===== src/hdl/chained_hash_table_unit_defines.svh =====
// Assertion macros for the chained hash table unit.
`ifndef CHAINED_HASH_TABLE_UNIT_DEFINES_SVH
`define CHAINED_HASH_TABLE_UNIT_DEFINES_SVH
`ifndef SYNTH
`define CHT_ASSERT(lbl, prop) \
  lbl: assert property (@(posedge clk_i) disable iff (!rst_ni) prop) \
    else $error("cht assertion failed");
`define CHT_ASSERT_ALWAYS(lbl, prop) \
  lbl: assert property (@(posedge clk_i) prop) \
    else $error("cht assertion failed");
`else
`define CHT_ASSERT(lbl, prop)
`define CHT_ASSERT_ALWAYS(lbl, prop)
`endif
`endif


===== src/hdl/cht_pkg.sv =====
`default_nettype none
package cht_pkg;

  localparam int unsigned KEY_W     = 31;
  localparam int unsigned VAL_W     = 32;
  localparam int unsigned MOD_STEPS = 3;
  localparam int unsigned MOD_CNT_W = $clog2(MOD_STEPS);

  localparam logic ACT_SET = 1'b0;
  localparam logic ACT_GET = 1'b1;

  typedef enum logic [2:0] {
    ST_CLEAR,
    ST_IDLE,
    ST_MOD,
    ST_READ,
    ST_EVAL
  } state_e;

  typedef struct packed {
    logic clr;
    logic load;
    logic mod_step;
    logic rd;
    logic commit;
  } cmd_t;

  typedef struct packed {
    logic clr_last;
    logic mod_last;
    logic out_free;
  } sts_t;

endpackage
`default_nettype wire


===== src/hdl/cht_ctrl.sv =====
`default_nettype none
module cht_ctrl
  import cht_pkg::*;
(
  input  logic clk_i,
  input  logic rst_ni,
  input  logic in_valid_i,
  output logic in_ready_o,
  input  sts_t sts_i,
  output cmd_t cmd_o
);

  state_e state_q, state_d;

  always_ff @(posedge clk_i or negedge rst_ni) begin
    if (!rst_ni) begin
      state_q <= ST_CLEAR;
    end else begin
      state_q <= state_d;
    end
  end

  always_comb begin
    state_d    = state_q;
    cmd_o      = '0;
    in_ready_o = 1'b0;
    unique case (state_q)
      ST_CLEAR: begin
        cmd_o.clr = 1'b1;
        if (sts_i.clr_last) begin
          state_d = ST_IDLE;
        end
      end
      ST_IDLE: begin
        in_ready_o = 1'b1;
        if (in_valid_i) begin
          cmd_o.load = 1'b1;
          state_d    = ST_MOD;
        end
      end
      ST_MOD: begin
        cmd_o.mod_step = 1'b1;
        if (sts_i.mod_last) begin
          state_d = ST_READ;
        end
      end
      ST_READ: begin
        cmd_o.rd = 1'b1;
        state_d  = ST_EVAL;
      end
      ST_EVAL: begin
        if (sts_i.out_free) begin
          cmd_o.commit = 1'b1;
          state_d      = ST_IDLE;
        end
      end
      default: begin
        state_d = ST_CLEAR;
      end
    endcase
  end

endmodule
`default_nettype wire


===== config.mk =====
export PLATFORM = sky130hd
export DESIGN_NAME = cht_ctrl
export DESIGN_NICKNAME = d
export VERILOG_FILES = /design/src/hdl/chained_hash_table_unit_defines.svh /design/src/hdl/cht_pkg.sv /design/src/hdl/cht_ctrl.sv
export SDC_FILE = /design/constraint.sdc
export NUM_CORES = 1
export LEC_CHECK = 0
export BUFFER_PORTS_ARGS = -buffer_cell sky130_fd_sc_hd__buf_2
export CAP_MARGIN = 10
export CORE_AREA = 2 2 39 41
export DETAILED_ROUTE_END_ITERATION = 8
export DIE_AREA = 0 0 41 43
export HOLD_SLACK_MARGIN = 0.08
export PLACE_DENSITY = 0.36
export SYNTH_ARGS = -nofsm -noshare
export SYNTH_HDL_FRONTEND = slang
export SYNTH_SLANG_ARGS = --single-unit

===== constraint.sdc =====
create_clock -name clk_i -period 1.57 [get_ports clk_i]
set_input_delay 0.157 -clock clk_i [delete_from_list [all_inputs] [get_ports clk_i]]
set_output_delay 0.157 -clock clk_i [all_outputs]
set_load 0.01 [all_outputs]

* Yosys cells after proc, flatten, opt, wreduce, memory -nomap -nowiden
Cells that the tools add are included.
** Word-level totals
- Register bits :: 3
- Output and inout bits :: 6
** Operators by class
- Equality and inequality tests :: 8
- Multiplexer cells :: 13
- Reduce and logical (&&, ||, !) cells :: 2
** Operators by type and width (count)
- one-hot mux 3 bit (5 select lines) :: 1
- two-way mux 3 bit :: 4
- two-way mux 1 bit :: 8
- != test 2 bit (second input constant) :: 4
- equality test 3 x 2 -> 1 bit (second input constant) :: 2
- AND reduction 4 bit :: 1
- equality test 3 x 1 -> 1 bit (second input constant) :: 1
- equality test 3 bit (second input constant) :: 1
- zero test 3 bit :: 1

* Depth between registers and ports, before layout
- Word-level depth :: 3
- Mapped depth :: 3
- Gate-level depth less buffers :: 2

* Least setup slack after synthesis
OpenSTA, ideal clock, no wires.
- Path kind :: flip-flop to output port
- Start :: register state_q[1]
- End :: output port cmd_o[3] in the netlist's numbering
- Arrival :: 1.078 ns
- Required time :: 1.413 ns
- Setup slack :: 0.335 ns
- Cell stages (with the launch flop) :: 4
- Buffers on the path :: 1
- Cell sequence :: dfrtp_1 -> buf_6 -> nor3b_1 -> and2_1
** RTL lines
- start, declared :: RTL line cht_ctrl.sv:13 : state_e state_q, state_d;
- start signal, assigned :: RTL line cht_ctrl.sv:19 : state_q <= state_d;
- end, declared :: RTL line cht_ctrl.sv:10 : output cmd_t cmd_o

==> run_results.csv <==
group,metric,value,unit
logic_synthesis,synth_cell_types,17,
sta,hold_viol,0,
route,drt_pre_antenna_iters,2,
route,routedWlPerCell,8.24,µm
global_routing,grt_start_max_net_pins,11,
placed_design,placed_cells,45,
run,cap_violations,0,
sta,final-setup-viol-count,0,
logic_synthesis,postSynthAreaPerCell,10.3,µm²
cells_and_area,sequential_cell_area,75.1,µm²
logic_synthesis,synth_area,205,µm²
cells_and_area,area_growth,46.3,%
global_routing,grt_pass1_vias,204,
clock_network,cts.clk_slew.worst_paths,0.03,ns
clock_network,cts_root_buffer,"sky130_fd_sc_hd__clkbuf_4",
status,status,"finished clean",
die,design.die.area,0.00176,mm²
clock_network,post_cts_buffers,0,
die,die_x,41,µm
sta,timing.slew.headroom,0.828,
global_routing,grt_antenna_before_repair,0,
cells_and_area,layout.cells.non_filler,50,
sta,fin_skew,0.00119,ns
clock_network,clk_path_buf_depth,2,
power_and_ir_drop,worst_ir_drop_vdd,0.402,mV
global_routing,first_pass_grt_wire_length,793,µm
setup_path,cp-start-kind,"register",
clock_network,cts_inserted_buffers,3,
cells_and_area,largest_register_ff_count,3,
clock_network,cts_max_level,1,
setup_path,timing_worst_setup_path_type,"register to output port",
sta,min_period_over_period,0.872,
clock_network,cts.sink_count,3,
logic_synthesis,count_of_flip_flops_with_a_built_in_enable_after_synthesis,0,
logic_synthesis,yosys.area.top_type,"sky130_fd_sc_hd__dfrtp_1",
placed_design,buffer_ports.inserted,11,
route,ant_nets,0,
global_routing,grt.overflow.total,0,
placed_design,globalplace.congestion,0.671,
global_routing,grt_use_total,0.0693,
logic_synthesis,synth_top_flop_cell,"sky130_fd_sc_hd__dfrtp_1",
logic_synthesis,synthesis.yosys.warnings,0,
cells_and_area,fillers,158,
cells_and_area,biggest_regs,"state_q (3)",
power_and_ir_drop,power.leakage,0.153,nW
cells_and_area,drive_above_1_share,0.412,
cells_and_area,antenna_fix_cells,0,
setup_path,critPathRequiredTime,1.41,ns
worst_hold_path,worst_hold_path_type,"input pin to register",
logic_synthesis,synthesis.nets,26,
cells_and_area,multi_input_area,110,µm²
route,route.detailed.drc,0,
sta,tightest_slew,0.257,ns
route,detail_route.iter0.violations,1,
cells_and_area,nets,41,
logic_synthesis,synth_most_common_cell,"sky130_fd_sc_hd__dfrtp_1",
clock_network,cts_tree,"done",
sta,setup_repair_after_global_routing_missed_its_margin,"no",
sta,max_clock_freq,731,MHz
clock_network,cts-resized-gates,0,
sta,period_needed,1.37,ns
power_and_ir_drop,cellPowerDensity,1750,mW/mm²
cells_and_area,registers.top_by_ff_count,"state_q",
logic_synthesis,synth.top_cells.by_count,"sky130_fd_sc_hd__dfrtp_1, sky130_fd_sc_hd__nor3b_1",
route,drt-vias-per-instance,3.86,
setup_path,cp.arrival,1.21,ns
route,route.final.wire_length,412,µm
logic_synthesis,synth-seq-area-share,0.366,
route,dr_total_vias,193,
cells_and_area,final_util,0.217,
logic_synthesis,synth-async-reset-ratio,1.00,
die,fp.dieH,43,µm
clock_network,cts-hold-fix-buffers,1,
setup_path,crit_path_end_kind,"output port",
die,initial_core_util,0.148,
placed_design,post-place-ws,0.384,ns
setup_path,worst-path-max-fanout,10,
logic_synthesis,netlist.area_leader.share,0.366,
sta,final_max_tran_viols,0,
logic_synthesis,ys_top_cells_by_area,"sky130_fd_sc_hd__dfrtp_1, sky130_fd_sc_hd__nor3b_1, sky130_fd_sc_hd__buf_6, sky130_fd_sc_hd__nand4bb_1, sky130_fd_sc_hd__mux2i_1",
die,fp.coreArea,0.00138,mm²
clock_network,clkLatencyLatePin,0.23,ns
sta,minimum_setup_slack_in_the_final_design,0.202,ns
die,rows,14,
logic_synthesis,synth_seq_cells,3,
sta,setup_total_negative_slack,0,ns
die,ioPinCount,12,
logic_synthesis,synthesis.instances,20,
[metrics by stage]
| stage | cell area, µm² | power [mW] | hold slack, ns |
|---|---|---|---|
| 4_1_cts | 300 | 0.535 | 0.213 |
| 3_5_place_dp | 264 | 0.395 | -0.0457 |
| 3_3_place_gp | 264 | 0.399 | -0.0418 |
| 5_1_grt | 300 | 0.575 | 0.226 |
| 6_report | 300 | 0.525 | 0.218 |
| 2_1_floorplan | 205 | 0.339 | -0.139 |
[cells in the final DEF, fill, tap and decap left out]
| cell type | n |
|---|---|
| sky130_fd_sc_hd__inv_1 | 1 |
| sky130_fd_sc_hd__nor3b_1 | 2 |
| sky130_fd_sc_hd__clkbuf_4 | 3 |
| sky130_fd_sc_hd__o311ai_1 | 1 |
| sky130_fd_sc_hd__mux2i_1 | 1 |
| sky130_fd_sc_hd__nand4bb_1 | 1 |
| sky130_fd_sc_hd__dlygate4sd3_1 | 1 |
| sky130_fd_sc_hd__or4b_1 | 1 |
| sky130_fd_sc_hd__nor4b_1 | 1 |
| sky130_fd_sc_hd__dfrtp_1 | 3 |
| sky130_fd_sc_hd__a21oi_1 | 1 |
| sky130_fd_sc_hd__and3b_1 | 1 |
| sky130_fd_sc_hd__buf_2 | 11 |
| sky130_fd_sc_hd__nor3_1 | 1 |
| sky130_fd_sc_hd__nand3b_1 | 1 |
| sky130_fd_sc_hd__or2b_1 | 1 |
| sky130_fd_sc_hd__or2_1 | 1 |
| sky130_fd_sc_hd__and2_1 | 1 |
| sky130_fd_sc_hd__clkbuf_1 | 1 |
[cell families after synthesis]
| logic type | Yosys count | share of synthesized area |
|---|---|---|
| AND/OR/NAND/NOR | 11 | 0.421 |
| flip-flops | 3 | 0.366 |
| buffers and inverters | 3 | 0.0975 |
| AO/OA/AOI/OAI | 2 | 0.0671 |
| multiplexers | 1 | 0.0488 |
[area by class of cell]
cell class | instances | area share
clock buffers | 4 | 0.0875
inverters | 1 | 0.0125
multi-input cells | 14 | 0.367
flip-flops and latches | 3 | 0.250
well taps | 16 | 0.0667
repair buffers | 12 | 0.217
[layer usage]
layer	part of all wire	track usage	up-vias
met3	0.090	0.0314	0
met5	0	0	-
met4	0	0.0600	0
met1	0.52	0.100	82
li1	-	-	103
met2	0.39	0.0719	8
[where the power goes]
group | internal, mW | switching [mW]
Clock | 0.0950 | 0.0357
Sequential | 0.111 | 0.0709
Combinational | 0.125 | 0.0886
[final timing paths]
path                       slack, ns        from  cells after the start         end
max in group asynchronous       1.21      rst_ni                      2  state_q[2]
max                             0.20  state_q[0]                      3    cmd_o[3]
min reg2reg                     0.58  state_q[2]                      1  state_q[1]
min in group asynchronous       0.25      rst_ni                      2  state_q[1]
min                             0.22  in_valid_i                      3  state_q[1]
max reg2reg                     0.38  state_q[1]                      2  state_q[0]
[worst max-delay path, stage by stage, from the launching register on]
cell and delay (ns):
sky130_fd_sc_hd__dfrtp_1 0.47, sky130_fd_sc_hd__nor3b_1 0.25, sky130_fd_sc_hd__and2_1 0.15, sky130_fd_sc_hd__buf_2 0.12
No activity file was read; power rests on OpenSTA's default activity.
